### src/scfw_pkg.sv
`timescale 1ns / 1ps
// Package of the sector cache: sizes, mode and action codes, and the
// command/status structs between controller and datapath. No dependencies.
package scfw_pkg;

  localparam int ENTRIES     = 64;
  localparam int IDX_W       = $clog2(ENTRIES);
  localparam int CNT_W       = $clog2(ENTRIES + 1);
  localparam int SECTOR_W    = 32;
  localparam int MODE_W      = 3;
  localparam int ACTION_W    = 3;
  localparam int SLOT_W      = 6;
  localparam int MAX_RESULTS = 64;
  localparam int WB_W        = $clog2(MAX_RESULTS);

  localparam logic [MODE_W-1:0] MODE_READ  = 3'd0;
  localparam logic [MODE_W-1:0] MODE_WRITE = 3'd1;
  localparam logic [MODE_W-1:0] MODE_CLAIM = 3'd2;
  localparam logic [MODE_W-1:0] MODE_FLUSH = 3'd3;
  localparam logic [MODE_W-1:0] MODE_AHEAD = 3'd4;

  localparam logic [ACTION_W-1:0] ACT_HIT       = 3'd0;
  localparam logic [ACTION_W-1:0] ACT_CLAIM     = 3'd1;
  localparam logic [ACTION_W-1:0] ACT_FETCH     = 3'd2;
  localparam logic [ACTION_W-1:0] ACT_WRITEBACK = 3'd3;
  localparam logic [ACTION_W-1:0] ACT_IDLE      = 3'd4;

  // Source of the fields of a pushed result
  typedef enum logic [2:0] {
    SRC_HIT,
    SRC_EVICT,
    SRC_INSTALL,
    SRC_WALK,
    SRC_IDLE
  } res_src_t;

  typedef struct packed {
    logic                load_req;
    logic                do_match;
    logic                push;
    res_src_t            res_src;
    logic [ACTION_W-1:0] res_action;
    logic                res_last;
    logic                set_dirty_hit;
    logic                do_install;
    logic                install_dirty;
    logic                arm_ahead;
    logic                disarm_ahead;
    logic                walk_init;
    logic                walk_step;
    logic                walk_clear;
    logic                ram_walk;
  } cmd_t;

  typedef struct packed {
    logic [MODE_W-1:0] mode;
    logic              hit;
    logic              full;
    logic              oldest_dirty;
    logic              walk_dirty;
    logic              any_dirty;
    logic              flush_last;
    logic              ahead_pending;
    logic              out_free;
  } sts_t;

endpackage

### src/scfw_if.sv
`timescale 1ns / 1ps
// Valid/ready channels of the sector cache: request and result.
// Depends on scfw_pkg for field widths.
interface scfw_req_if;
  logic                           valid;
  logic                           ready;
  logic [scfw_pkg::MODE_W-1:0]    mode;
  logic [scfw_pkg::SECTOR_W-1:0]  sector;

  modport source (output valid, output mode, output sector, input ready);
  modport sink   (input valid, input mode, input sector, output ready);
endinterface

interface scfw_rsp_if;
  logic                           valid;
  logic                           ready;
  logic [scfw_pkg::ACTION_W-1:0]  action;
  logic [scfw_pkg::SECTOR_W-1:0]  target_sector;
  logic [scfw_pkg::SLOT_W-1:0]    slot;
  logic                           last;

  modport source (output valid, output action, output target_sector, output slot,
                  output last, input ready);
  modport sink   (input valid, input action, input target_sector, input slot,
                  input last, output ready);
endinterface

### src/scfw_ram.sv
`timescale 1ns / 1ps
// Generic simple dual-port RAM: one write port, one registered read port.
// No dependencies.
module scfw_ram #(
  parameter int WIDTH = 32,
  parameter int DEPTH = 64
) (
  input  logic                     clk,
  input  logic                     we,
  input  logic [$clog2(DEPTH)-1:0] waddr,
  input  logic [WIDTH-1:0]         wdata,
  input  logic [$clog2(DEPTH)-1:0] raddr,
  output logic [WIDTH-1:0]         rdata
);

  logic [WIDTH-1:0] mem [DEPTH];

  always_ff @(posedge clk) begin
    if (we) begin
      mem[waddr] <= wdata;
    end
    rdata <= mem[raddr];
  end

endmodule

### src/scfw_ctrl.sv
`timescale 1ns / 1ps
// Controller of the sector cache: one-hot state machine that sequences
// lookup, eviction, install and the flush walk. Depends on scfw_pkg.
module scfw_ctrl (
  input  logic           clk,
  input  logic           rst,
  input  logic           in_valid,
  output logic           in_ready,
  input  scfw_pkg::sts_t sts,
  output scfw_pkg::cmd_t cmd
);
  import scfw_pkg::*;

  typedef enum logic [5:0] {
    S_IDLE    = 6'b000001,
    S_DECODE  = 6'b000010,
    S_LOOKUP  = 6'b000100,
    S_INSTALL = 6'b001000,
    S_FL_READ = 6'b010000,
    S_FL_EMIT = 6'b100000
  } state_t;

  state_t state, state_next;
  logic   idle_res;

  always_comb begin
    cmd        = '0;
    state_next = state;
    idle_res   = 1'b0;
    in_ready   = (state == S_IDLE);

    case (state)
      S_IDLE: begin
        if (in_valid) begin
          cmd.load_req = 1'b1;
          state_next   = S_DECODE;
        end
      end

      S_DECODE: begin
        case (sts.mode)
          MODE_READ, MODE_WRITE, MODE_CLAIM: begin
            cmd.do_match = 1'b1;
            state_next   = S_LOOKUP;
          end
          MODE_FLUSH: begin
            if (sts.any_dirty) begin
              cmd.walk_init = 1'b1;
              state_next    = S_FL_READ;
            end else begin
              idle_res = 1'b1;
            end
          end
          MODE_AHEAD: begin
            if (sts.ahead_pending) begin
              cmd.do_match = 1'b1;
              state_next   = S_LOOKUP;
            end else begin
              idle_res = 1'b1;
            end
          end
          default: idle_res = 1'b1;
        endcase
        if (idle_res && sts.out_free) begin
          cmd.push       = 1'b1;
          cmd.res_src    = SRC_IDLE;
          cmd.res_action = ACT_IDLE;
          cmd.res_last   = 1'b1;
          state_next     = S_IDLE;
        end
      end

      S_LOOKUP: begin
        if (sts.hit) begin
          if (sts.out_free) begin
            cmd.push     = 1'b1;
            cmd.res_last = 1'b1;
            if (sts.mode == MODE_AHEAD) begin
              cmd.res_src      = SRC_IDLE;
              cmd.res_action   = ACT_IDLE;
              cmd.disarm_ahead = 1'b1;
            end else begin
              cmd.res_src       = SRC_HIT;
              cmd.res_action    = ACT_HIT;
              cmd.set_dirty_hit = (sts.mode == MODE_WRITE);
            end
            state_next = S_IDLE;
          end
        end else if (sts.full && sts.oldest_dirty) begin
          if (sts.out_free) begin
            cmd.push       = 1'b1;
            cmd.res_src    = SRC_EVICT;
            cmd.res_action = ACT_WRITEBACK;
            state_next     = S_INSTALL;
          end
        end else begin
          state_next = S_INSTALL;
        end
      end

      S_INSTALL: begin
        if (sts.out_free) begin
          cmd.push          = 1'b1;
          cmd.res_src       = SRC_INSTALL;
          cmd.res_action    = (sts.mode == MODE_CLAIM) ? ACT_CLAIM : ACT_FETCH;
          cmd.res_last      = 1'b1;
          cmd.do_install    = 1'b1;
          cmd.install_dirty = (sts.mode == MODE_WRITE);
          cmd.arm_ahead     = (sts.mode == MODE_READ);
          cmd.disarm_ahead  = (sts.mode == MODE_AHEAD);
          state_next        = S_IDLE;
        end
      end

      S_FL_READ: begin
        cmd.ram_walk = 1'b1;
        if (sts.walk_dirty) begin
          state_next = S_FL_EMIT;
        end else begin
          cmd.walk_step = 1'b1;
        end
      end

      S_FL_EMIT: begin
        cmd.ram_walk = 1'b1;
        if (sts.out_free) begin
          cmd.push       = 1'b1;
          cmd.res_src    = SRC_WALK;
          cmd.res_action = ACT_WRITEBACK;
          cmd.res_last   = sts.flush_last;
          cmd.walk_clear = 1'b1;
          if (sts.flush_last) begin
            state_next = S_IDLE;
          end else begin
            cmd.walk_step = 1'b1;
            state_next    = S_FL_READ;
          end
        end
      end

      default: state_next = S_IDLE;
    endcase
  end

  always_ff @(posedge clk) begin
    if (rst) begin
      state <= S_IDLE;
    end else begin
      state <= state_next;
    end
  end

  a_accept_only_idle: assert property (@(posedge clk) disable iff (rst)
    cmd.load_req |=> state == S_DECODE)
    else $error("request taken outside idle");
  a_walk_only_flush: assert property (@(posedge clk) disable iff (rst)
    (state == S_FL_READ || state == S_FL_EMIT) |-> sts.mode == MODE_FLUSH)
    else $error("flush walk for a non-flush request");
  a_emit_dirty: assert property (@(posedge clk) disable iff (rst)
    state == S_FL_EMIT |-> sts.walk_dirty)
    else $error("write back of a clean slot");

endmodule

### src/scfw_dp.sv
`timescale 1ns / 1ps
// Datapath of the sector cache: tag match array, tag RAM copy, dirty marks,
// FIFO pointers, read-ahead and result register. Depends on scfw_pkg, scfw_ram.
module scfw_dp (
  input  logic                           clk,
  input  logic                           rst,
  input  logic [scfw_pkg::MODE_W-1:0]    req_mode,
  input  logic [scfw_pkg::SECTOR_W-1:0]  req_sector,
  input  scfw_pkg::cmd_t                 cmd,
  output scfw_pkg::sts_t                 sts,
  scfw_rsp_if.source                     rsp
);
  import scfw_pkg::*;

  logic [MODE_W-1:0]   mode_q;
  logic [SECTOR_W-1:0] sector_q, key, key_q;
  logic [SECTOR_W-1:0] tags [ENTRIES];
  logic [ENTRIES-1:0]  dirty, valid_vec, match_d, match_q, walk_onehot;
  logic [CNT_W-1:0]    filled;
  logic [IDX_W-1:0]    oldest, oldest_inc, walk, walk_inc, hit_idx, inst_slot, ram_raddr;
  logic                full;
  logic                ahead_pending;
  logic [SECTOR_W-1:0] ahead_sector;
  logic [SECTOR_W-1:0] ram_rdata;
  logic [WB_W-1:0]     wb_count;
  logic                out_valid, out_free;
  logic [SECTOR_W-1:0] res_sector;
  logic [IDX_W-1:0]    res_idx;

  assign full        = (filled == CNT_W'(ENTRIES));
  assign key         = (mode_q == MODE_AHEAD) ? ahead_sector : sector_q;
  assign oldest_inc  = (oldest == IDX_W'(ENTRIES - 1)) ? '0 : oldest + 1'b1;
  assign walk_inc    = (walk == IDX_W'(ENTRIES - 1)) ? '0 : walk + 1'b1;
  assign inst_slot   = full ? oldest : filled[IDX_W-1:0];
  assign walk_onehot = {{(ENTRIES-1){1'b0}}, 1'b1} << walk;
  assign ram_raddr   = cmd.ram_walk ? walk : oldest;
  assign out_free    = !out_valid || rsp.ready;

  // Parallel compare of the in-use slots
  always_comb begin
    for (int i = 0; i < ENTRIES; i++) begin
      valid_vec[i] = (CNT_W'(i) < filled);
      match_d[i]   = valid_vec[i] && (tags[i] == key);
    end
  end

  always_comb begin
    hit_idx = '0;
    for (int i = 0; i < ENTRIES; i++) begin
      if (match_q[i]) begin
        hit_idx = hit_idx | IDX_W'(i);
      end
    end
  end

  scfw_ram #(.WIDTH(SECTOR_W), .DEPTH(ENTRIES)) u_tag_ram (
    .clk   (clk),
    .we    (cmd.do_install),
    .waddr (inst_slot),
    .wdata (key_q),
    .raddr (ram_raddr),
    .rdata (ram_rdata)
  );

  always_comb begin
    sts.mode          = mode_q;
    sts.hit           = |match_q;
    sts.full          = full;
    sts.oldest_dirty  = dirty[oldest];
    sts.walk_dirty    = dirty[walk];
    sts.any_dirty     = |dirty;
    sts.flush_last    = ((dirty & ~walk_onehot) == '0) ||
                        (wb_count == WB_W'(MAX_RESULTS - 1));
    sts.ahead_pending = ahead_pending;
    sts.out_free      = out_free;
  end

  always_comb begin
    case (cmd.res_src)
      SRC_HIT: begin
        res_sector = key_q;
        res_idx    = hit_idx;
      end
      SRC_EVICT: begin
        res_sector = ram_rdata;
        res_idx    = oldest;
      end
      SRC_INSTALL: begin
        res_sector = key_q;
        res_idx    = inst_slot;
      end
      SRC_WALK: begin
        res_sector = ram_rdata;
        res_idx    = walk;
      end
      default: begin
        res_sector = '0;
        res_idx    = '0;
      end
    endcase
  end

  // Request and lookup payload, tag writes, flush walk pointer and write-back count
  always_ff @(posedge clk) begin
    if (cmd.load_req) begin
      mode_q   <= req_mode;
      sector_q <= req_sector;
    end
    if (cmd.do_match) begin
      key_q <= key;
    end
    if (cmd.do_install) begin
      tags[inst_slot] <= key_q;
    end
    if (cmd.walk_init) begin
      walk     <= oldest;
      wb_count <= '0;
    end else begin
      if (cmd.walk_step) begin
        walk <= walk_inc;
      end
      if (cmd.walk_clear) begin
        wb_count <= wb_count + 1'b1;
      end
    end
  end

  always_ff @(posedge clk) begin
    if (rst) begin
      match_q       <= '0;
      dirty         <= '0;
      filled        <= '0;
      oldest        <= '0;
      ahead_pending <= 1'b0;
      ahead_sector  <= '0;
    end else begin
      if (cmd.do_match) begin
        match_q <= match_d;
      end
      if (cmd.set_dirty_hit) begin
        dirty[hit_idx] <= 1'b1;
      end
      if (cmd.walk_clear) begin
        dirty[walk] <= 1'b0;
      end
      if (cmd.do_install) begin
        dirty[inst_slot] <= cmd.install_dirty;
        if (full) begin
          oldest <= oldest_inc;
        end else begin
          filled <= filled + 1'b1;
        end
      end
      if (cmd.arm_ahead) begin
        ahead_pending <= 1'b1;
        ahead_sector  <= key_q + 1'b1;
      end else if (cmd.disarm_ahead) begin
        ahead_pending <= 1'b0;
      end
    end
  end

  // Result register
  always_ff @(posedge clk) begin
    if (rst) begin
      out_valid <= 1'b0;
    end else if (cmd.push) begin
      out_valid <= 1'b1;
    end else if (rsp.ready) begin
      out_valid <= 1'b0;
    end
  end

  always_ff @(posedge clk) begin
    if (cmd.push) begin
      rsp.action        <= cmd.res_action;
      rsp.target_sector <= res_sector;
      rsp.slot          <= SLOT_W'(res_idx);
      rsp.last          <= cmd.res_last;
    end
  end

  assign rsp.valid = out_valid;

  a_fill_bound: assert property (@(posedge clk) disable iff (rst)
    filled <= CNT_W'(ENTRIES))
    else $error("fill count beyond slot count");
  a_match_unique: assert property (@(posedge clk) disable iff (rst)
    $onehot0(match_q))
    else $error("sector held by two slots");
  a_oldest_until_full: assert property (@(posedge clk) disable iff (rst)
    !full |-> oldest == '0)
    else $error("oldest pointer moved before cache filled");
  a_dirty_in_use: assert property (@(posedge clk) disable iff (rst)
    (dirty & ~valid_vec) == '0)
    else $error("dirty mark on an unused slot");
  a_push_free: assert property (@(posedge clk) disable iff (rst)
    cmd.push |-> out_free)
    else $error("result pushed over a waiting result");

endmodule

### src/sector_cache_fifo_writeback.sv
`timescale 1ns / 1ps
// Sector cache tag/policy controller, FIFO replacement, write back.
// Usage:
//   req (sink): mode and sector. Modes: read, write, claim slot, flush tick,
//     read-ahead tick. A transaction is taken only while no request is in work.
//   rsp (source): device commands (action, target_sector, slot, last), one
//     transaction each, in order; last marks the final command of a request.
// Sequence, from the request transaction to the first command loaded into the
//   output register: an idle answer is pushed from the decode state (from the
//   lookup state for a read-ahead tick whose sector is already cached), a hit
//   from the lookup state, a miss from the install state, or from the lookup
//   state when a dirty slot is evicted (its write back first, then the fetch or
//   claim from the install state once the output register is free). Ready
//   returns as soon as the last command of a request is loaded.
//   Flush: the decode state, then a walk of the in-use slots oldest first, a
//   read state per slot and an emit state per dirty slot, until the last dirty
//   slot is written back. The control state machine and the single tag RAM read
//   port set this sequence.
// Lookup compares in-use tags in parallel with the sector or read-ahead sector.
// Reset: dirty marks, fill count, oldest pointer and read-ahead clear at once;
//   tags need no clearing since only in-use slots are compared or read.
// Stall: a finished command waits in the output register; the block holds
//   further commands of the same request until it is taken, while a new
//   request transaction can still be taken once the last command is loaded.
module sector_cache_fifo_writeback (
  input logic        clk,
  input logic        rst,
  scfw_req_if.sink   req,
  scfw_rsp_if.source rsp
);
  import scfw_pkg::*;

  cmd_t cmd;
  sts_t sts;

  // Sequence lookup, eviction, install and flush walk
  scfw_ctrl u_ctrl (
    .clk      (clk),
    .rst      (rst),
    .in_valid (req.valid),
    .in_ready (req.ready),
    .sts      (sts),
    .cmd      (cmd)
  );

  // Hold tags, dirty marks, pointers and the result register
  scfw_dp u_dp (
    .clk        (clk),
    .rst        (rst),
    .req_mode   (req.mode),
    .req_sector (req.sector),
    .cmd        (cmd),
    .sts        (sts),
    .rsp        (rsp)
  );

  a_last_closes: assert property (@(posedge clk) disable iff (rst)
    (rsp.valid && rsp.ready && !rsp.last) |-> !req.ready)
    else $error("request taken before its last command was issued");
  a_idle_fields: assert property (@(posedge clk) disable iff (rst)
    (rsp.valid && rsp.action == ACT_IDLE) |-> (rsp.last && rsp.slot == '0))
    else $error("idle command with stray fields");
  a_hold_stalled: assert property (@(posedge clk) disable iff (rst)
    ($past(rsp.valid && !rsp.ready) && !$past(rst)) |-> $stable(rsp.target_sector))
    else $error("stalled command changed");

endmodule

### src/flat_wrapper.sv
// flat-port wrapper written by rule: the top's interface ports become plain ports
module sector_cache_fifo_writeback_flat import scfw_pkg::*;
  (clk, rst, req_valid, req_mode, req_sector, req_ready, rsp_valid, rsp_action, rsp_target_sector, rsp_slot, rsp_last, rsp_ready);
  scfw_req_if req_i ();
  scfw_rsp_if rsp_i ();
  input logic clk;
  input logic rst;
  input wire logic [$bits(req_i.valid)-1:0] req_valid;
  input wire logic [$bits(req_i.mode)-1:0] req_mode;
  input wire logic [$bits(req_i.sector)-1:0] req_sector;
  output wire logic [$bits(req_i.ready)-1:0] req_ready;
  output wire logic [$bits(rsp_i.valid)-1:0] rsp_valid;
  output wire logic [$bits(rsp_i.action)-1:0] rsp_action;
  output wire logic [$bits(rsp_i.target_sector)-1:0] rsp_target_sector;
  output wire logic [$bits(rsp_i.slot)-1:0] rsp_slot;
  output wire logic [$bits(rsp_i.last)-1:0] rsp_last;
  input wire logic [$bits(rsp_i.ready)-1:0] rsp_ready;
  assign req_i.valid = req_valid;
  assign req_i.mode = req_mode;
  assign req_i.sector = req_sector;
  assign req_ready = req_i.ready;
  assign rsp_valid = rsp_i.valid;
  assign rsp_action = rsp_i.action;
  assign rsp_target_sector = rsp_i.target_sector;
  assign rsp_slot = rsp_i.slot;
  assign rsp_last = rsp_i.last;
  assign rsp_i.ready = rsp_ready;
  sector_cache_fifo_writeback u_core (.clk(clk), .rst(rst), .req(req_i), .rsp(rsp_i));
endmodule
### config.mk
export PLATFORM = sky130hd
export DESIGN_NAME = sector_cache_fifo_writeback_flat
export DESIGN_NICKNAME = d
export VERILOG_FILES = /design/src/scfw_pkg.sv /design/src/scfw_if.sv /design/src/scfw_ram.sv /design/src/scfw_ctrl.sv /design/src/scfw_dp.sv /design/src/sector_cache_fifo_writeback.sv /design/src/flat_wrapper.sv
export SDC_FILE = /design/constraint.sdc
export NUM_CORES = 2
export LEC_CHECK = 0
export BUFFER_PORTS_ARGS = -buffer_cell sky130_fd_sc_hd__buf_2
export CAP_MARGIN = 20
export CORE_ASPECT_RATIO = 0.5
export CORE_MARGIN = 5
export CORE_UTILIZATION = 60
export CTS_CLUSTER_SIZE = 20
export DETAILED_ROUTE_END_ITERATION = 7
export GPL_TIMING_DRIVEN = 0
export PLACE_DENSITY = 0.81
export SYNTH_ARGS = -nofsm -noshare
export SYNTH_HDL_FRONTEND = slang
export SYNTH_HIERARCHICAL = 1
export SYNTH_SLANG_ARGS = --single-unit
### constraint.sdc
create_clock -name clk -period 19.2 [get_ports clk]
set_clock_uncertainty 0.1 [all_clocks]
set_input_delay 1.92 -clock clk [delete_from_list [all_inputs] [get_ports clk]]
set_output_delay 1.92 -clock clk [all_outputs]
set_load 0.03 [all_outputs]
==> results of run 1 <==
-- cells by family after synthesis --
family | synth area share (%)
adders and majority gates | 0.0743
DFF | 70.6
and+or+nand+nor | 5.03
muxes | 8.16
xor gates and xnor gates | 9.33
AOI/OAI and AO/OA | 4.73
buffers and inverters | 2.08
-- stage by stage --
step	setup slack, ps	cell area (um^2)	instances
after floorplan	11760	185000	11026
after global placement	5150	191000	15196
==> results.py, run 1 <==
metrics = {
    "synthesis": {
        "synthTopCellsByArea": "edfxtp_1 68%, mux4_2 7.0%, xnor2_1 5.3%",
        "synthesis.area_um2": 185000,
        "ys_seq_elements": 4430,
        "syn_inst": 11026,
        "synth_edf_count": 4211,
        "synth.most_common_cell": "edfxtp_1",
        "synth-main-ff-cell": "edfxtp_1",
        "async_flop_share_pct": 0,
        "ys_warn_count": 6,
        "synth_top_area_share_pct": 68.2,
        "ys_seq_area_share_pct": 70.6,
        "synth.net_count": 11076,
        "synth_common_cells": "4,211 x edfxtp_1, 1,130 x xnor2_1, 844 x xor2_1, 578 x mux4_2, 390 x nor2_1",
        "avgSynthCellArea_um2": 16.8,
        "ys_types": 96,
        "synth_top_cell_by_area": "edfxtp_1",
    },
    "outcome": {
        "firstError": "[ERROR DPL-0033] detailed placement checks failed during check placement.",
        "stop_stage": "detailed placement",
        "status": "aborted with a tool error",
    },
    "floorplanning": {
        "ios": 83,
        "initial_core_util_pct": 60.2,
        "die_w_um": 796,
        "die_h_um": 403,
        "rows": 144,
    },
    "placed_design": {
        "portBuffers": 82,
        "gp_congestion": 1.08,
        "hpwl_um": 639000,
    },
}
==> run 2, diff against run 1 <==
CORE_ASPECT_RATIO = not set   (was 0.5)
CORE_UTILIZATION = 40   (was 60)
CTS_CLUSTER_SIZE = not set   (was 20)
PLACE_DENSITY = not set   (was 0.81)
PLACE_DENSITY_LB_ADDON = 0.15   (was not set)
==> run 2 against run 1 <==
  * The flow now finishes, with violations (slew limit)
  * Synthesized cell count stayed put
  * Synthesized area is the same
==> results.py, run 2 <==
metrics = {
    "outcome": {
        "status": "finished with violations",
        "failed_checks": "slew limit",
    },
    "grt": {
        "track_usage_pct": 38.1,
        "grt_overflow_total": 0,
        "grt_pass1_vias": 114178,
        "antenna_found_initial": 112,
        "grt_pass1_wl_um": 1190000,
        "grt_max_degree": 34,
    },
    "final_layout": {
        "multi_input_area_um2": 51700,
        "final_cell_mix": "4,211 x edfxtp_1, 1,130 x xnor2_1, 844 x xor2_1, 578 x mux4_2, 485 x clkbuf_16",
        "final_common_cell": "edfxtp_1",
        "syn2layout_area_growth_pct": 21.2,
        "seq_area_um2": 131000,
        "largest_registers": "u_core/u_dp/tags (2048), u_core/u_dp/u_tag_ram/mem (2048)",
        "drive_gt1_share_pct": 21.0,
        "nFillCells": 38617,
        "final_cell_area_um2": 225000,
        "fin_util_pct": 48.6,
        "finalNetCount": 12357,
    },
    "synthesis": {
        "synth.most_common_cell": "edfxtp_1",
        "ys_types": 96,
        "avgSynthCellArea_um2": 16.8,
        "synthTopCellsByArea": "edfxtp_1 68%, mux4_2 7.0%, xnor2_1 5.3%",
        "ys_warn_count": 6,
        "synth_edf_count": 4211,
        "synth_top_cell_by_area": "edfxtp_1",
        "synth.net_count": 11076,
        "ys_seq_elements": 4430,
        "syn_inst": 11026,
        "ys_seq_area_share_pct": 70.6,
        "async_flop_share_pct": 0,
        "synth-main-ff-cell": "edfxtp_1",
        "synth_common_cells": "4,211 x edfxtp_1, 1,130 x xnor2_1, 844 x xor2_1, 578 x mux4_2, 390 x nor2_1",
        "synthesis.area_um2": 185000,
        "synth_top_area_share_pct": 68.2,
    },
    "sta": {
        "relSlewSlack_pct": -10.6,
        "worst_pin_slew_ps": 1660,
        "min_period_ps": 7450,
        "slew_viol_final": 1,
        "whs_ps": 357,
        "fmax_mhz": 134,
        "setup_tns_ps": 0,
        "hold_violations": 0,
        "finalCritPeriodShare_pct": 38.8,
        "setup_violations": 0,
        "grt_setup_unrepaired": "no",
    },
    "route": {
        "first_pass_iters": 8,
        "first_iter_violations": 21246,
        "routed_wl_um": 933000,
        "vias_per_cell": 6.50,
        "drcViolationCount": 0,
        "vias": 123106,
        "wl_per_cell_um": 49.3,
        "antenna_left": 0,
    },
    "setup_path": {
        "cp-end-kind": "flip-flop",
        "cpMostUsedCell": "clkbuf_1",
        "cp.required_ps": 19860,
        "path_cells": "clkbuf_1 -> clkbuf_1 -> clkbuf_1 -> mux4_2 -> mux4_2 -> mux2i_1 -> a21oi_1 -> nand2_1 -> nor3_1 -> o21bai_1 -> inv_1 -> clkbuf_1 -> clkbuf_1 -> buf_1 -> mux2i_1 -> nor2_1",
        "cp.arrival_ps": 8110,
        "critPathMaxFanout": 10,
        "worstSetupStartpointType": "flip-flop",
        "cpPeakStageDelay_ps": 860,
        "crit_type": "reg2reg",
        "crit_path_top_delay_cell": "clkbuf_1",
    },
    "clocking": {
        "clk_latency_ps": 1070,
        "cts_root_buffer": "clkbuf_16",
        "cts_max_level": 5,
        "clk_pin_slew_worst_paths_ps": 60,
        "clock_tree.buffer_depth": 4,
        "cts_buffers": 476,
        "hold_buffers": 0,
        "cts_tree": "yes",
        "ctsResizeCount": 0,
        "post_cts_buffers": 0,
        "clkSinkCount": 4430,
    },
    "floorplanning": {
        "ios": 83,
        "die_h_um": 691,
        "coreArea_um2": 463000,
        "rows": 250,
        "die-area_um2": 477000,
        "initial_core_util_pct": 40.1,
        "die_w_um": 691,
    },
    "power_and_ir_drop": {
        "ir_drop_mv": 0.0902,
        "power.leakage_nw": 71.2,
        "cellPowerDensity_nw_per_um2": 108,
    },
    "placed_design": {
        "portBuffers": 82,
        "hpwl_um": 669000,
        "gp_congestion": 1.01,
        "place_area_um2": 209000,
    },
    "hold_path": {
        "hold_class": "reg2reg",
    },
    "flow_run": {
        "cap_viol_max_count": 0,
    },
}
## run 2: where the power goes
part           leakage (nW)  total [W]  internal (W)  switching [W]
logic                  24.0    0.00427       0.00112        0.00314
registers              39.6     0.0107        0.0106      0.0000607
clock network          7.62    0.00939       0.00539        0.00400
## run 2: layer usage
| metal | part of all wire (%) | track usage, % | wire [um] | vias to the layer above |
|---|---|---|---|---|
| met4 | 9.8 | 29.3 | 91700 | 30 |
| met2 | 44 | 57.9 | 411000 | 9669 |
| li1 | - | - | - | 46055 |
| met3 | 11 | 9.83 | 102000 | 2554 |
| met1 | 35 | 46.5 | 329000 | 64798 |
| met5 | 0.028 | 0 | 260 | - |
## run 2: critical path, delay by kind of cell (launching register included)
| kind | cells | cell delay [ps] |
|---|---|---|
| AO/OA/AOI/OAI | 2 | 690 |
| buffers and inverters | 7 | 4000 |
| flip-flops | 1 | 360 |
| multiplexers | 4 | 1480 |
| AND/OR/NAND/NOR | 3 | 500 |
## run 2: logic make-up (layout without fill, tap and decap cells)
kind of cell    Yosys count  count (layout)  share of synthesized area, %
xor+xnor               1974            1974                          9.33
fa+ha+maj                11              11                        0.0743
other cells               0              46                             0
flops                  4430            4430                          70.6
simple gates           1751            1751                          5.03
mux                     768             768                          8.16
buf+inv                 827            2520                          2.08
compound gates         1265            1265                          4.73
## run 2: area by class of cell
class	count	area share [%]
plain buffers	605	1.39
diodes	46	0.0512
repair buffers	803	6.51
multi-input cells	5769	23.0
flip-flops and latches	4430	58.2
clock inverters	280	1.32
inverters	222	0.372
well taps	6174	3.44
clock buffers	610	5.66
## run 2: final timing paths
kind	start	to	slack, ps	cells after the start
setup / recovery	u_core/u_dp/oldest[0]$_SDFFE_PP0P_	u_core/u_dp/rsp.target_sector[8]$_DFFE_PP_	11750	16
hold / removal	u_core/u_dp/match_q[60]$_SDFFE_PP0P_	u_core/u_dp/match_q[60]$_SDFFE_PP0P_	360	2
setup reg to reg	u_core/u_dp/oldest[0]$_SDFFE_PP0P_	u_core/u_dp/rsp.target_sector[8]$_DFFE_PP_	11750	16
hold reg to reg	u_core/u_dp/match_q[60]$_SDFFE_PP0P_	u_core/u_dp/match_q[60]$_SDFFE_PP0P_	360	2
## run 2: stage by stage
step	setup WS (ps)	power, W	cells
after floorplan	11760	0.0126	11026
after global placement	5560	0.0147	17282
after detailed placement	11990	0.0149	17994
after CTS	11940	0.0242	18884
after global routing	11680	0.0247	18896
final	11750	0.0243	18939
Power figures use the tool's default switching activity.
